## src/hdl/ihex_pkg.sv

```systemverilog
// Shared types, result codes and hex digit decoding for the HEX record loader.
`timescale 1ns / 1ps

package ihex_pkg;

  // Input item: one file character or the end-of-input mark
  typedef struct packed {
    logic       action;
    logic [7:0] character;
  } char_item_t;

  // Result item
  typedef struct packed {
    logic [2:0]  kind;
    logic [15:0] address;
    logic [7:0]  data;
  } rec_item_t;

  // Result kinds
  localparam logic [2:0] KIND_WRITE  = 3'd0;
  localparam logic [2:0] KIND_BADSUM = 3'd1;
  localparam logic [2:0] KIND_DONE   = 3'd2;
  localparam logic [2:0] KIND_START  = 3'd3;
  localparam logic [2:0] KIND_FORMAT = 3'd4;

  // Input actions
  localparam logic ACT_CHAR = 1'b0;
  localparam logic ACT_END  = 1'b1;

  // Record types
  localparam logic [7:0] TYPE_DATA = 8'h00;
  localparam logic [7:0] TYPE_EOF  = 8'h01;

  // Characters of note
  localparam logic [7:0] CHAR_COLON   = 8'h3A;
  localparam logic [7:0] CHAR_NEWLINE = 8'h0A;
  localparam logic [7:0] CASE_BIT     = 8'h20;

  // Hex digit decode: bit 4 set flags a character that is no hex digit
  function automatic logic [4:0] hex_value(input logic [7:0] c);
    logic [7:0] l;
    l = c | CASE_BIT;
    if (c >= 8'h30 && c <= 8'h39) begin
      hex_value = {1'b0, 4'(c - 8'h30)};
    end else if (l >= 8'h61 && l <= 8'h66) begin
      hex_value = {1'b0, 4'(l - 8'h57)};
    end else begin
      hex_value = 5'h10;
    end
  endfunction

endpackage

```

## src/hdl/intel_hex_record_loader_core.sv

```systemverilog
// Intel HEX record loader: character parser with registered, skid-buffered result port.
`timescale 1ns / 1ps

// Usage
//   char_*    : input items, one file character (action 0) or end of input (action 1).
//               An item is taken at a clock edge with char_valid high and char_stall low.
//   rec_*     : result items (memory write, checksum mismatch, done, done with start,
//               format error). Taken at an edge with rec_valid high and rec_stall low.
//   autorun_* : write port for the autorun bit; always ready, write only while idle.
// Throughput: one character per cycle while char_stall is low. Each character updates
//   the parse fields combinationally; the result register holds what it produces.
// A result is registered on rec_item, or in the skid entry while the output is held.
// Stall: a one-entry skid register catches a result while rec_stall holds the output
//   register; char_stall rises only while that skid entry is occupied, so at most
//   one extra character is absorbed and nothing is lost or repeated.
// Reset (rst, synchronous): parser waits for a record start, autorun is clear, and
//   both result registers are empty. After a load finishes, characters are ignored
//   until an end-of-input item rearms the parser.
module intel_hex_record_loader_core
  import ihex_pkg::*;
(
  input  logic       clk,
  input  logic       rst,
  input  logic       char_valid,
  output logic       char_stall,
  input  char_item_t char_item,
  output logic       rec_valid,
  input  logic       rec_stall,
  output rec_item_t  rec_item,
  input  logic       autorun_valid,
  output logic       autorun_ready,
  input  logic       autorun_data
);

  // Parse phases
  localparam logic [3:0] PH_START = 4'd0;
  localparam logic [3:0] PH_LEN_H = 4'd1;
  localparam logic [3:0] PH_LEN_L = 4'd2;
  localparam logic [3:0] PH_AHI_H = 4'd3;
  localparam logic [3:0] PH_AHI_L = 4'd4;
  localparam logic [3:0] PH_ALO_H = 4'd5;
  localparam logic [3:0] PH_ALO_L = 4'd6;
  localparam logic [3:0] PH_TYP_H = 4'd7;
  localparam logic [3:0] PH_TYP_L = 4'd8;
  localparam logic [3:0] PH_DAT_H = 4'd9;
  localparam logic [3:0] PH_DAT_L = 4'd10;
  localparam logic [3:0] PH_SUM_H = 4'd11;
  localparam logic [3:0] PH_SUM_L = 4'd12;
  localparam logic [3:0] PH_EOL   = 4'd13;

  // Parser state
  logic [3:0]  phase, phase_next;
  logic [3:0]  high_digit, high_digit_next;
  logic [7:0]  record_length, record_length_next;
  logic [15:0] load_address, load_address_next;
  logic [7:0]  record_type, record_type_next;
  logic [7:0]  bytes_left, bytes_left_next;
  logic [7:0]  running_sum, running_sum_next;
  logic        stopped, stopped_next;
  logic        autorun;

  // Output register and skid entry
  logic        out_valid;
  rec_item_t   out_item;
  logic        skid_valid;
  rec_item_t   skid_item;

  logic        char_fire;
  logic        out_free;
  logic        res_valid;
  rec_item_t   res;
  logic [4:0]  nib;
  logic [7:0]  byte_val;
  logic [7:0]  left_dec;

  assign char_fire     = char_valid & ~char_stall;
  assign char_stall    = skid_valid;
  assign rec_valid     = out_valid;
  assign rec_item      = out_item;
  assign autorun_ready = 1'b1;
  assign out_free      = ~out_valid | ~rec_stall;

  // Byte assembly from the current low digit
  assign nib      = hex_value(char_item.character);
  assign byte_val = nib[4] ? 8'hFF : {high_digit, nib[3:0]};
  assign left_dec = bytes_left - 8'd1;

  // Per-character parse step
  always_comb begin
    phase_next         = phase;
    high_digit_next    = high_digit;
    record_length_next = record_length;
    load_address_next  = load_address;
    record_type_next   = record_type;
    bytes_left_next    = bytes_left;
    running_sum_next   = running_sum;
    stopped_next       = stopped;
    res_valid          = 1'b0;
    res                = '{kind: KIND_DONE, address: 16'h0000, data: 8'h00};

    if (char_fire) begin
      if (char_item.action == ACT_END) begin
        // rearm; report done only if the load was still running
        phase_next         = PH_START;
        high_digit_next    = 4'h0;
        record_length_next = 8'h00;
        load_address_next  = 16'h0000;
        record_type_next   = 8'h00;
        bytes_left_next    = 8'h00;
        running_sum_next   = 8'h00;
        stopped_next       = 1'b0;
        res_valid          = ~stopped;
      end else if (!stopped) begin
        if (phase == PH_START) begin
          if (char_item.character != CHAR_COLON) begin
            stopped_next = 1'b1;
            res_valid    = 1'b1;
            res.kind     = KIND_FORMAT;
          end else begin
            running_sum_next  = 8'h00;
            load_address_next = 16'h0000;
            phase_next        = PH_LEN_H;
          end
        end else if (phase == PH_EOL) begin
          if (char_item.character == CHAR_NEWLINE) begin
            if (record_type == TYPE_EOF) begin
              stopped_next = 1'b1;
              res_valid    = 1'b1;
              if (autorun && load_address != 16'h0000) begin
                res.kind    = KIND_START;
                res.address = load_address;
              end
            end else begin
              phase_next = PH_START;
            end
          end
        end else if (phase > PH_SUM_L) begin
          phase_next = PH_START;
        end else if (phase[0]) begin
          // high digit of a pair
          high_digit_next = nib[4] ? 4'hF : nib[3:0];
          phase_next      = phase + 4'd1;
        end else begin
          // low digit completes a byte
          running_sum_next = running_sum + byte_val;
          case (phase)
            PH_LEN_L: begin
              record_length_next = byte_val;
              phase_next         = PH_AHI_H;
            end
            PH_AHI_L, PH_ALO_L: begin
              load_address_next = {load_address[7:0], byte_val};
              phase_next        = phase + 4'd1;
            end
            PH_TYP_L: begin
              record_type_next = byte_val;
              bytes_left_next  = record_length;
              phase_next       = (record_length != 8'h00) ? PH_DAT_H : PH_SUM_H;
            end
            PH_DAT_L: begin
              if (record_type == TYPE_DATA) begin
                res_valid         = 1'b1;
                res.kind          = KIND_WRITE;
                res.address       = load_address;
                res.data          = byte_val;
                load_address_next = load_address + 16'd1;
              end
              bytes_left_next = left_dec;
              phase_next      = (left_dec != 8'h00) ? PH_DAT_H : PH_SUM_H;
            end
            default: begin
              // checksum byte: sum of all record bytes must wrap to zero
              running_sum_next = running_sum;
              phase_next       = PH_EOL;
              if (8'(running_sum + byte_val) != 8'h00) begin
                res_valid = 1'b1;
                res.kind  = KIND_BADSUM;
              end
            end
          endcase
        end
      end
    end
  end

  // Parser registers
  always_ff @(posedge clk) begin
    if (rst) begin
      phase         <= PH_START;
      high_digit    <= 4'h0;
      record_length <= 8'h00;
      load_address  <= 16'h0000;
      record_type   <= 8'h00;
      bytes_left    <= 8'h00;
      running_sum   <= 8'h00;
      stopped       <= 1'b0;
    end else begin
      phase         <= phase_next;
      high_digit    <= high_digit_next;
      record_length <= record_length_next;
      load_address  <= load_address_next;
      record_type   <= record_type_next;
      bytes_left    <= bytes_left_next;
      running_sum   <= running_sum_next;
      stopped       <= stopped_next;
    end
  end

  // Autorun register
  always_ff @(posedge clk) begin
    if (rst) begin
      autorun <= 1'b0;
    end else if (autorun_valid && autorun_ready) begin
      autorun <= autorun_data;
    end
  end

  // Output register with one skid entry
  always_ff @(posedge clk) begin
    if (rst) begin
      out_valid  <= 1'b0;
      skid_valid <= 1'b0;
    end else if (out_free) begin
      if (skid_valid) begin
        out_valid  <= 1'b1;
        skid_valid <= 1'b0;
      end else begin
        out_valid <= res_valid;
      end
    end else if (res_valid) begin
      skid_valid <= 1'b1;
    end
  end

  // Output payloads
  always_ff @(posedge clk) begin
    if (out_free) begin
      out_item <= skid_valid ? skid_item : res;
    end
    if (!out_free && res_valid) begin
      skid_item <= res;
    end
  end

  // Skid entry only exists behind a full output register
  assert property (@(posedge clk) disable iff (rst) skid_valid |-> out_valid)
    else $error("skid entry occupied while output register empty");

  // Skid entry only fills while the output register is held
  assert property (@(posedge clk) disable iff (rst)
      $rose(skid_valid) |-> $past(out_valid && rec_stall))
    else $error("skid entry filled without a held output");

  // A stopped parser ignores characters
  assert property (@(posedge clk) disable iff (rst)
      (char_fire && stopped && char_item.action == ACT_CHAR) |-> !res_valid)
    else $error("result produced after load stopped");

  // Memory writes only come from data bytes
  assert property (@(posedge clk) disable iff (rst)
      (res_valid && res.kind == KIND_WRITE) |-> (phase == PH_DAT_L && record_type == TYPE_DATA))
    else $error("memory write outside a data byte");

  // A write advances the load address by one
  assert property (@(posedge clk) disable iff (rst)
      (res_valid && res.kind == KIND_WRITE) |=> load_address == 16'($past(load_address) + 16'd1))
    else $error("load address did not advance after a write");

endmodule
```

## config.mk

```make
export PLATFORM = sky130hd
export DESIGN_NAME = intel_hex_record_loader_core
export DESIGN_NICKNAME = d
export VERILOG_FILES = /design/src/hdl/ihex_pkg.sv /design/src/hdl/intel_hex_record_loader_core.sv
export SDC_FILE = /design/constraint.sdc
export NUM_CORES = 1
export LEC_CHECK = 0
export CAP_MARGIN = 10
export CORE_MARGIN = 5
export CORE_UTILIZATION = 64
export CTS_CLUSTER_DIAMETER = 40
export DETAILED_ROUTE_END_ITERATION = 7
export DONT_BUFFER_PORTS = 1
export GPL_TIMING_DRIVEN = 0
export PLACE_DENSITY = 0.8
export SYNTH_ARGS = -nofsm -noshare
export SYNTH_HDL_FRONTEND = slang
export SYNTH_SLANG_ARGS = --single-unit
export TNS_END_PERCENT = 30
```

## constraint.sdc

```tcl
create_clock -name clk -period 7 [get_ports clk]
set_input_delay 1.4 -clock clk [delete_from_list [all_inputs] [get_ports clk]]
set_output_delay 1.4 -clock clk [all_outputs]
set_load 0.02 [all_outputs]
```

* Word level (Yosys, flattened, before mapping)
Index checks and enable logic that the tools add are counted.
** Operators by class
- Div/mod/pow operators :: 0
- Multiplexer cells :: 96
- Shifts and indexed selects :: 0
- Multipliers :: 0
- Bitwise logic cells :: 6
- $lt $le $gt $ge :: 5
- Reductions and logical operators :: 28
- Equality and inequality tests :: 21
- $add $sub $neg :: 6
** Operators with widths (count)
- $mux W8 :: 30
- $mux W27 :: 6
- $mux W16 :: 8
- $mux W4 :: 16
- $mux W17 :: 3
- $mux W24 :: 2
- $pmux W16 S2 :: 1
- $reduce_and A7 Y1 :: 4
- $mux W26 :: 1
- $reduce_bool A8 Y1 :: 3
- $mux W19 :: 1
- $mux W1 :: 17
- $add A16 B1 Y16 const B :: 1
- $pmux W4 S4 :: 1
- $pmux W8 S2 :: 1
- $reduce_bool A16 Y1 :: 1
- $eq A4 B4 Y1 const B :: 3
- $mux W5 :: 2
- $ne A2 B2 Y1 const B :: 5
- $ne A3 B3 Y1 const B :: 3
- $add A8 B8 Y8 :: 1
- $eq A4 B3 Y1 const B :: 2
- $eq A8 B1 Y1 const B :: 1
- $eq A8 B4 Y1 const B :: 1
- other kinds (34) :: 48
** Storage, ports and cells
- Bits in writable memories :: 0
- ROM bits :: 0
- Flip-flop bits (word level) :: 114
- Memories :: 0
- Input port bits :: 15
- Bits in latches :: 0
- Output and inout bits :: 30

* Longest topological paths before layout
Gate-level depths: netlist (run 1).
- Word-level depth :: 17
- Mapped depth :: 16
- Depth with buffers taken out :: 16

* Worst setup path after synthesis (run 1)
No wires, ideal clock.
- Path kind :: input to register
- Start point :: in char_item[0] (netlist name)
- End point :: reg skid_item[0] (netlist name) (enable)
- Data required time :: 6.580 ns
- Cell stages on the path :: 16
- Setup time :: 0.420 ns
- Setup slack :: 1.065 ns
- Arrival :: 5.515 ns
- Cells stage by stage :: inv_1 ha_1 inv_1 o311ai_1 mux2i_1 inv_1 ha_1 inv_1 fa_1 nand2b_1 o2bb2ai_1 mux2_2 a211oi_1 and4_1 a211o_1 a21oi_1
** Between the ends
- Longest elaborated chain between the ends :: 17
- Elaborated cells between the ends (all ways) :: 27
** Ends and longest elaborated chain
- start: declaration :: line intel_hex_record_loader_core.sv:26 : input char_item_t char_item,
- $ge A8 B7 Y1 or $le A8 B7 Y1 (tied branches) :: line ihex_pkg.sv:45 : end else if (l >= 8'h61 && l <= 8'h66) begin
- $logic_and A1 B1 Y1 :: line ihex_pkg.sv:45
- $mux W5 :: line ihex_pkg.sv:45
- $mux W5 :: line ihex_pkg.sv:43 : if (c >= 8'h30 && c <= 8'h39) begin
- $mux W8 :: line intel_hex_record_loader_core.sv:85 : assign byte_val = nib[4] ? 8'hFF : {high_digit, nib[3:0]};
- $add A8 B8 Y8 :: line intel_hex_record_loader_core.sv:175 : if (8'(running_sum + byte_val) != 8'h00) begin
- $reduce_bool A8 Y1 :: line intel_hex_record_loader_core.sv:175
- $mux W1 :: line intel_hex_record_loader_core.sv:175
- $pmux W1 S2 :: line intel_hex_record_loader_core.sv:146 : case (phase)
- $mux W1 :: line intel_hex_record_loader_core.sv:139 : end else if (phase[0]) begin
- $mux W1 :: line intel_hex_record_loader_core.sv:137 : end else if (phase > PH_SUM_L) begin
- $mux W1 :: line intel_hex_record_loader_core.sv:124 : end else if (phase == PH_EOL) begin
- $mux W1 * :: line intel_hex_record_loader_core.sv:114 : if (phase == PH_START) begin
- $mux W1 * :: line intel_hex_record_loader_core.sv:113 : end else if (!stopped) begin
- $mux W1 * :: line intel_hex_record_loader_core.sv:102 : if (char_item.action == ACT_END) begin
- $mux W1 * :: line intel_hex_record_loader_core.sv:101 : if (char_fire) begin
- $logic_and A1 B1 Y1 * :: line intel_hex_record_loader_core.sv:240 : if (!out_free && res_valid) begin
- end signal: assignment :: line intel_hex_record_loader_core.sv:241 : skid_item <= res;
- end: declaration :: line intel_hex_record_loader_core.sv:66 : rec_item_t skid_item;
Mark *: on every way between the ends. The rest lies on a longest branch, timed or not.
A chain may end at the register's enable or synchronous reset.

* Worst setup path after layout (run 1)
- Start point :: in char_item[0] (netlist name)
- End point :: reg skid_item[16] (netlist name) (enable)
The elaborated chain is that of the path after synthesis.

==> results.sh, run 1 <==
export IMPL_outcome="complete, no violations"
export IMPL_clk_path_buf_depth=2
export IMPL_cts_tree="done"
export IMPL_fin_area_um2=7050
export IMPL_dpl_cell_area_um2=6380
export IMPL_ff2ff_setup_slack_ns=3.37
export IMPL_htreeDepth=4
export IMPL_drv_cap=0
export IMPL_grt_overflow_total=0
export IMPL_grt_pass1_wl_um=26100
export IMPL_min_path_type="flip-flop to flip-flop"
export IMPL_tightest_slew_ns=1.16
export IMPL_worstSetupPathType="input port to flip-flop"
export IMPL_area_growth_pct=13.9
export IMPL_clk_pin_slew_ns=0.06
export IMPL_cts_setup_buffers=0
export IMPL_ys_async_sr_fraction_pct=0
export IMPL_whs_endpoint="running_sum[6]"
export IMPL_synthFlopType="dfxtp_1"
export IMPL_fmax_ghz=0.183
export IMPL_diodes=0
export IMPL_clockRootBuffer="clkbuf_8"
export IMPL_clock_skew_ns=0.00915
export IMPL_wl_per_cell_um=19.3
export IMPL_drc=0
export IMPL_slew_headroom_pct=22.2
export IMPL_ant_nets=0
export IMPL_row_count=35
export IMPL_die_w_um=108
export IMPL_power_per_cell_area_nw_per_um2=268
export IMPL_cp_required_ns=7.22
export IMPL_grt_pass1_vias=5192
export IMPL_layout_drive_gt1_share_pct=10.8
export IMPL_ctsResizeCount=0
export IMPL_finalCritPeriodShare_pct=77.9
export IMPL_whs_path_depth=2
export IMPL_first_pass_iters=7
export IMPL_drv_slew=0
export IMPL_die_height_um=108
export IMPL_path_max_fanout=18
export IMPL_start_util_pct=66.3
export IMPL_power_leakage_nw=2.79
export IMPL_rr_worst_depth=11
export IMPL_drt_vias_per_instance=6.40
export IMPL_clkLatencyLatePin_ns=0.52
export IMPL_yosys_warnings=0
export IMPL_synth_edf_count=54
export IMPL_core_um2=9330
export IMPL_vias=5387
export IMPL_antenna_found_initial=0
export IMPL_ctsHoldBuffers=0
export IMPL_fin_nets=736
export IMPL_r2r_end="skid_item[16]"
export IMPL_hold_slack_ns=0.466
export IMPL_synthesis_nets=716
export IMPL_place_congestion=0.908
export IMPL_reg2reg_from="high_digit[0]"
export IMPL_synth_area_um2=6190
export IMPL_setup_tns_ns=0
export IMPL_ios=45
export IMPL_period_needed_ns=5.45
export IMPL_critPathArrivalTime_ns=5.67
export IMPL_ys_types=76
export IMPL_vdd_drop_max_mv=0.156
export IMPL_hp_start="running_sum[6]"
export IMPL_ys_seq_area_share_pct=45.6
export IMPL_startpoint_type="input port"
export IMPL_crit_path_end_kind="flip-flop"
export IMPL_totalWireLength_um=16300
export IMPL_synth_cells=680
export IMPL_dr_first_iter_drc_count=497
export IMPL_avgSynthCellArea_um2=9.10
export IMPL_setup_viol=0
export IMPL_hold_violations=0
export IMPL_rsz0062_at_grt="no"
export IMPL_grt_usage_pct=28.7
export IMPL_cts_sinks=114
export IMPL_numCtsBuffers=17
export IMPL_grt_max_degree=31
export IMPL_die_area_um2=11700
export IMPL_dp_hpwl_um=11000
export IMPL_ys_ff_latch=114
export IMPL_io_buffers=0
routing by layer:
metal | global-route usage, % | wire length, um | vias up
met4 | 10.8 | 603 | 0
met1 | 36.4 | 6680 | 2513
met3 | 6.75 | 1400 | 68
met5 | 0 | 0 | -
li1 | - | - | 2495
met2 | 47.8 | 7600 | 311
cell type report:
type                    instances  area [um^2]
fillers                       651         2280
plain buffers                  40          173
inverters                      25         93.8
well taps                     129          161
flip-flops and latches        114         2820
clock inverters                15          251
repair buffers                  1         27.5
clock buffers                  17          414
multi-input cells             501         3100
kinds of logic (layout without fill, tap and decap cells):
kind of cell | Yosys count | after routing | share of synthesized area (%)
multiplexers | 5 | 5 | 0.829
buffers and inverters | 65 | 98 | 4.31
XOR/XNOR | 16 | 16 | 2.49
AND/OR/NAND/NOR | 275 | 275 | 23.3
AO/OA/AOI/OAI | 182 | 182 | 18.9
adder cells (fa/ha/maj) | 22 | 22 | 4.53
other | 1 | 1 | 0.0606
flip-flops | 114 | 114 | 45.6
worst max path at each step:
stage / to / from / slack (ns) / cells past startpoint
after floorplan: skid_item[0] / char_item[0] / 1.06 / 16
after global placement: skid_item[22] / char_item[0] / 0.05 / 15
after detailed placement: skid_item[18] / char_item[0] / 1.13 / 16
after CTS: skid_item[8] / char_item[0] / 1.64 / 16
after global routing: skid_item[8] / char_item[0] / 1.30 / 16
final: skid_item[16] / char_item[0] / 1.55 / 16
registers in the layout, indices dropped and copies added, names as in the netlist, 4 cells and up:
register / flops
bytes_left: 8
high_digit: 4
load_address: 16
phase: 4
rec_item: 27
record_length: 8
record_type: 8
running_sum: 8
skid_item: 27
cell usage after synthesis (2+ instances only):
| master | number | area (um^2) |
|---|---|---|
| a2111oi_0 | 3 | 26.3 |
| a211o_1 | 3 | 26.3 |
| a211oi_1 | 3 | 22.5 |
| a21o_1 | 27 | 203 |
| a21oi_1 | 58 | 290 |
| a22oi_1 | 9 | 67.6 |
| a31oi_1 | 8 | 50.1 |
| a32oi_1 | 2 | 17.5 |
| a41oi_1 | 2 | 17.5 |
| and2_1 | 4 | 25.0 |
| and2_2 | 6 | 45.0 |
| and2_4 | 11 | 96.3 |
| and3_1 | 5 | 31.3 |
| and4_1 | 5 | 43.8 |
| buf_2 | 6 | 30.0 |
| buf_4 | 2 | 15.0 |
| clkbuf_1 | 30 | 113 |
| dfxtp_1 | 60 | 1200 |
| edfxtp_1 | 54 | 1620 |
| ha_1 | 20 | 250 |
| inv_1 | 24 | 90.1 |
| mux2i_1 | 4 | 40.0 |
| nand2_1 | 61 | 229 |
| nand2b_1 | 6 | 37.5 |
| nand3_1 | 17 | 85.1 |
| nand3b_1 | 3 | 22.5 |
| nand4_1 | 3 | 18.8 |
| nor2_1 | 81 | 304 |
| nor2_4 | 2 | 22.5 |
| nor2b_1 | 9 | 56.3 |
| nor3_1 | 23 | 115 |
| nor3b_1 | 3 | 22.5 |
| nor4_1 | 12 | 75.1 |
| nor4b_1 | 3 | 26.3 |
| o211ai_1 | 5 | 37.5 |
| o21a_1 | 2 | 15.0 |
| o21ai_0 | 33 | 165 |
| o21ai_1 | 5 | 25.0 |
| o21ba_2 | 2 | 20.0 |
| o22ai_1 | 2 | 12.5 |
| o31ai_1 | 5 | 37.5 |
| or3_1 | 9 | 56.3 |
| or4_4 | 2 | 22.5 |
| xnor2_1 | 11 | 96.3 |
| xor2_1 | 4 | 35.0 |
per-stage QoR:
step / utilization (%) / power, mW / cells / setup WS [ns]
2_1_floorplan: - / 0.872 / 680 / 1.06
3_3_place_gp: 68.1 / 0.909 / 809 / 0.0513
3_5_place_dp: 68.4 / 0.915 / 810 / 1.13
4_1_cts: 75.5 / 1.88 / 842 / 1.64
5_1_grt: 75.5 / 1.94 / 842 / 1.30
6_report: 75.5 / 1.89 / 842 / 1.55
cell usage in the layout, fill, tap and decap left out, drive strengths merged, types with 6 or more instances in the layout:
master and count:
inv 29, nand3 17, a21o 27, nor3 24
nor2 83, bufinv 6, nor2b 9, ha 20
or3 9, a21oi 58, clkbuf 47, buf 11
edfxtp 54, and2 22, nor4 13, o31ai 6
nand2b 6, xnor2 11, a22oi 9, o21ai 38
a31oi 8, dfxtp 60, nand2 61
power breakdown:
group          leakage (nW)  switching, mW  internal (mW)
Combinational          1.41          0.100         0.0495
Sequential             1.06         0.0308          0.725
Clock                 0.317          0.326          0.654
critical path, cell delays in order:
cell      delay, ns
inv_1          0.12
ha_1           0.19
inv_1          0.05
o311ai_1       0.54
mux2i_1        0.43
inv_1          0.23
ha_1           0.19
inv_1          0.06
fa_1           0.39
nand2b_1       0.18
a21oi_1        0.26
a311oi_1       0.22
and4_1         0.24
a211o_1        0.33
a21oi_2        0.60
buf_16         0.23
Power figures use the tool's default switching activity.
==> run 2, diff against run 1 <==
Settings changed: CORE_UTILIZATION 64 to 58, PLACE_DENSITY 0.8 to 0.76.
Clock period 7 ns to 4.8 ns, I/O delays scaled along.
==> run 2 against run 1 <==
  * The run now ends with DRC left
  * Worst hold slack improved by 0.0044 ns
  * Count of clock-buffer cells in the layout rose by 1
  * Sequential power grew 46%
  * Register-to-register slack got worse by 2.0 ns
  * Critical path depth is 3 lower
  * Combinational power up 49%
  * Die area up 9.4%
  * Final cell count up 0.83%
  * Flip-flop and latch count unchanged
  * Via count is 1.0% lower
  * Critical path type unchanged
==> results.sh, run 2 (same netlist as run 1, synthesis figures left out) <==
export IMPL_grt_overflow_total=0
export IMPL_critPathMostFrequentCell="and4_1"
export IMPL_clockRootBuffer="clkbuf_8"
export IMPL_critPathTopFamily="compound AO/OA/AOI/OAI gates"
export IMPL_core_um2=10400
export IMPL_grt_max_degree=32
export IMPL_grt_use_met3_pct=5.88
export IMPL_antenna_found_initial=0
export IMPL_grt_usage_pct=26.3
export IMPL_startpoint_type="input port"
export IMPL_power_leakage_nw=2.74
export IMPL_place_congestion=0.957
export IMPL_critPathArrivalTime_ns=4.93
export IMPL_drv_cap=0
export IMPL_clk_path_buf_depth=2
export IMPL_power_per_cell_area_nw_per_um2=363
export IMPL_htreeDepth=4
export IMPL_vias=5333
export IMPL_min_path_type="flip-flop to flip-flop"
export IMPL_wl_per_cell_um=19.4
export IMPL_layout_common_cells="nor2_1, nand2_1, dfxtp_1"
export IMPL_cp_required_ns=5.07
export IMPL_die_height_um=113
export IMPL_worstSetupPathType="input port to flip-flop"
export IMPL_grt_met2_usage_pct=42.2
export IMPL_setup_viol=0
export IMPL_gr_usage_met1_pct=34.8
export IMPL_die_w_um=113
export IMPL_cts_tree="done"
export IMPL_tightest_slew_ns=0.998
export IMPL_dr_first_iter_drc_count=448
export IMPL_period_needed_ns=4.66
export IMPL_ant_nets=0
export IMPL_totalWireLength_um=16500
export IMPL_grt_pass1_wl_um=26600
export IMPL_drt_vias_per_instance=6.28
export IMPL_setup_tns_ns=0
export IMPL_clkLatencyLatePin_ns=0.51
export IMPL_numCtsBuffers=17
export IMPL_slowest_delay_ns=0.82
export IMPL_finalCoreUtilization_pct=67.3
export IMPL_slowest_stage="o22ai_1"
export IMPL_start_util_pct=59.7
export IMPL_fin_ws_ns=0.140
export IMPL_n_fill_cell=815
export IMPL_dp_hpwl_um=11200
export IMPL_drc=2
export IMPL_failed_checks="DRC"
export IMPL_area_growth_pct=12.8
export IMPL_path_cells="nor4b_1 -> o311ai_2 -> o22ai_1 -> inv_1 -> ha_1 -> a21o_1 -> and4_1 -> or3_1 -> a211oi_1 -> and4_1 -> a211o_1 -> a21oi_4 -> buf_12"
export IMPL_drv_slew=0
export IMPL_critPathBufInv=2
export IMPL_total_power_mw=2.53
export IMPL_fmax_ghz=0.215
export IMPL_vdd_drop_max_mv=0.349
export IMPL_diodes=0
export IMPL_grt_pass1_vias=5054
export IMPL_hold_violations=0
export IMPL_clk_pin_slew_ns=0.05
export IMPL_layout_drive_gt1_share_pct=10.7
export IMPL_io_buffers=0
export IMPL_outcome="finished, violations left"
export IMPL_die_area_um2=12800
export IMPL_cts_sinks=114
export IMPL_final_common_cell="nor2_1"
export IMPL_slew_headroom_pct=33.5
export IMPL_row_count=37
export IMPL_place_ws_ns=-0.744
export IMPL_clock_skew_ns=0.00923
export IMPL_ios=45
export IMPL_finalCritPeriodShare_pct=97.1
export IMPL_fin_nets=737
export IMPL_busiest_layer="met2"
export IMPL_path_max_fanout=14
export IMPL_first_pass_iters=7
export IMPL_crit_path_end_kind="flip-flop"
==> run 2: repair_timing <==
| action | in CTS | in global routing |
|---|---|---|
| gates resized for setup | 1 | 2 |
| setup buffers | 0 | 1 |
| pin swaps | 1 | 1 |
| hold buffers | 0 | 0 |
| gates cloned | 1 | 0 |
| endpoints found under the setup margin | 27 | 29 |
==> run 2: final cells by class <==
type	count	area, um^2	area share, %
Multi-Input combinational cell	502	3140	45.0
Sequential cell	114	2820	40.4
Clock buffer	18	418	5.99
Buffer	40	173	2.47
Tap cell	136	170	2.44
Clock inverter	13	144	2.06
Inverter	25	93.8	1.34
Timing Repair Buffer	1	20.0	0.287
==> run 2: worst reg2reg max path, stage by stage, from the launching register on <==
cell and delay [ns]:
dfxtp_1 0.31, nor2_1 0.44, inv_1 0.09, ha_1 0.38, a21oi_1 0.18, nand2_1 0.09
or3_1 0.38, a211oi_1 0.40, and4_1 0.28, a211o_1 0.31, a21oi_4 0.10, buf_12 0.19
==> run 2: power breakdown <==
group | leakage (nW) | internal (mW) | total (mW) | switching [mW]
combinational | 1.41 | 0.0727 | 0.223 | 0.151
clock | 0.270 | 0.776 | 1.21 | 0.429
sequential | 1.06 | 1.06 | 1.10 | 0.0458
total | 2.74 | 1.91 | 2.53 | 0.626
==> run 2: path summary, 6_finish.rpt <==
kind                                     start              to  slack (ns)  cells after the start
worst max-delay path              char_item[7]   skid_item[20]        0.14                     13
worst min-delay path            running_sum[6]  running_sum[6]        0.47                      2
worst max register to register   high_digit[0]   skid_item[20]        1.40                     11
worst min register to register  running_sum[6]  running_sum[6]        0.47                      2
==> run 2: per-layer routing <==
metal / vias to the layer above / wire (um)
met5: - / 0
met4: 0 / 400
met3: 36 / 1310
met2: 257 / 7800
met1: 2530 / 6970
li1: 2510 / -
==> run 2: stage by stage <==
stage | hold WS [ns] | std cells | area, um^2
after global placement | 0.449 | 816 | 6370
after detailed placement | 0.461 | 816 | 6370
final | 0.471 | 849 | 6980
after CTS | 0.471 | 848 | 6950
after global routing | 0.497 | 849 | 6980
after floorplan | 0.436 | 680 | 6200
==> run 3, diff against run 2 <==
Settings changed: CAP_MARGIN 10 to 20, CORE_UTILIZATION 58 to 65, PLACE_DENSITY 0.76 to 0.81.
Clock period 4.8 ns to 6 ns, I/O delays scaled along.
==> run 3 against run 2 <==
  * The run now ends clean
  * Register-to-register slack better by 1.1 ns
  * Worst hold slack better by 0.014 ns
  * Flip-flop and latch count unchanged
  * Sequential power down 20%
  * Die area down 9.8%
  * Clock power down 21%
  * Sequential share of layout area up 0.087 points
  * Utilization up 8.1 points
  * Global-route usage up 2.6 points
  * Critical path type unchanged
  * Critical endpoint is now skid_item[10]
  * Largest power group unchanged
  * Highest routed layer unchanged
==> results.sh, run 3 (same netlist as run 1, synthesis figures left out) <==
export IMPL_outcome="complete, no violations"
export IMPL_start_util_pct=67.0
export IMPL_cts_sinks=114
export IMPL_drc=0
export IMPL_placed_cells=810
export IMPL_grt_usage_pct=28.9
export IMPL_layout_common_cells="nor2_1, nand2_1, dfxtp_1"
export IMPL_clockRootBuffer="clkbuf_8"
export IMPL_place_ws_ns=0.343
export IMPL_critPathMostFrequentCell="inv_1"
export IMPL_vias=5429
export IMPL_cts_setup_buffers=0
export IMPL_whs_path_depth=2
export IMPL_r2r_end="skid_item[10]"
export IMPL_row_count=35
export IMPL_slowest_delay_ns=0.58
export IMPL_drv_cap=0
export IMPL_power_per_cell_area_nw_per_um2=289
export IMPL_die_area_um2=11600
export IMPL_diodes=0
export IMPL_rr_worst_depth=10
export IMPL_fmax_ghz=0.190
export IMPL_area_growth_pct=12.6
export IMPL_drv_slew=0
export IMPL_regArea_um2=2820
export IMPL_clock_skew_ns=0.0137
export IMPL_ctsHoldBuffers=0
export IMPL_clk_pin_slew_ns=0.06
export IMPL_power_leakage_nw=2.75
export IMPL_ios=45
export IMPL_critPathTopFamily="compound AO/OA/AOI/OAI gates"
export IMPL_antenna_found_initial=0
export IMPL_wl_per_cell_um=19.1
export IMPL_grt_overflow_total=0
export IMPL_critPathArrivalTime_ns=5.48
export IMPL_reg2reg_from="high_digit[0]"
export IMPL_finalCritPeriodShare_pct=87.7
export IMPL_place_congestion=0.943
export IMPL_multi_input_area_um2=3100
export IMPL_setup_viol=0
export IMPL_fin_ws_ns=0.738
export IMPL_grt_pass1_wl_um=26400
export IMPL_n_fill_cell=650
export IMPL_totalWireLength_um=16100
export IMPL_worstSetupPathType="input port to flip-flop"
export IMPL_final_common_cell="nor2_1"
export IMPL_grt_max_degree=31
export IMPL_fin_nets=737
export IMPL_hold_violations=0
export IMPL_numCtsBuffers=17
export IMPL_min_path_type="flip-flop to flip-flop"
export IMPL_tightest_slew_ns=0.937
export IMPL_hold_slack_ns=0.485
export IMPL_clk_path_buf_depth=2
export IMPL_layoutNonFillerInstCount=843
export IMPL_grt_pass1_vias=5334
export IMPL_core_um2=9240
export IMPL_layout_drive_gt1_share_pct=10.6
export IMPL_startpoint_type="input port"
export IMPL_total_power_mw=2.01
export IMPL_first_pass_iters=5
export IMPL_rsz0062_at_grt="no"
export IMPL_clkLatencyLatePin_ns=0.52
export IMPL_path_max_fanout=18
export IMPL_slowest_stage="a21oi_2"
export IMPL_cp_required_ns=6.21
export IMPL_vdd_drop_max_mv=0.234
export IMPL_dp_hpwl_um=10900
export IMPL_hp_start="record_length[2]"
export IMPL_htreeDepth=4
export IMPL_period_needed_ns=5.26
export IMPL_crit_path_end_kind="flip-flop"
export IMPL_ctsResizeCount=0
export IMPL_path_cells="inv_1 -> ha_1 -> inv_1 -> o311ai_1 -> mux2i_1 -> inv_1 -> ha_1 -> inv_1 -> fa_1 -> nand2b_1 -> a21oi_1 -> a311oi_1 -> and4_1 -> a211o_1 -> a21oi_2 -> buf_16"
export IMPL_io_buffers=0
export IMPL_slew_headroom_pct=35.7
export IMPL_ant_nets=0
export IMPL_cts_tree="done"
export IMPL_drt_vias_per_instance=6.44
export IMPL_dr_first_iter_drc_count=533
export IMPL_whs_endpoint="record_length[2]"
export IMPL_die_w_um=108
export IMPL_critPathBufInv=5
export IMPL_die_height_um=108
export IMPL_ff2ff_setup_slack_ns=2.48
## run 3: area by class of cell
class	instances	area share [%]
Clock buffer	18	6.00
Inverter	25	1.35
Timing Repair Buffer	2	0.790
Sequential cell	114	40.5
Multi-Input combinational cell	501	44.5
Buffer	40	2.48
Clock inverter	14	2.01
Tap cell	129	2.32
## run 3: worst register-to-register path: cells and delay by family (launching register included)
family	cells	cell delay, ns
AOI/OAI and AO/OA	5	1.54
and+or+nand+nor	2	0.65
adders and majority gates	1	0.40
buffers and inverters	2	0.33
DFF	1	0.31
## run 3: metal layers
layer  GRT usage, %  share of wire [%]  up-vias  wire [um]
met2           46.4                 47      313       7580
li1               -                  -     2496          -
met5              0                  0        -          0
met3           5.40                8.7       43       1400
met1           38.6                 41     2577       6620
met4           11.7                3.3        0        524
## run 3: power by group
| group | switching, mW | internal, mW |
|---|---|---|
| sequential | 0.0360 | 0.846 |
| combinational | 0.117 | 0.0602 |
| clock | 0.364 | 0.587 |
## run 3: worst max-delay path by stage
stage | from | to | slack (ns) | cells past startpoint
global route | char_item[0] | skid_item[25] | 0.50 | 16
CTS | char_item[0] | skid_item[10] | 0.84 | 16
finish | char_item[0] | skid_item[10] | 0.74 | 16
global placement | char_item[0] | skid_item[22] | -0.77 | 15
detailed placement | char_item[0] | skid_item[22] | 0.34 | 16
floorplan | char_item[0] | skid_item[0] | 0.26 | 16
## run 3: per-stage QoR
step                area [um^2]  TNS [ns]  util, %
detailed placement         6380         0     69.0
global route               6970         0     75.4
global placement           6350    -20.62     68.7
CTS                        6940         0     75.1
floorplan                  6190         0        -
finish                     6970         0     75.4
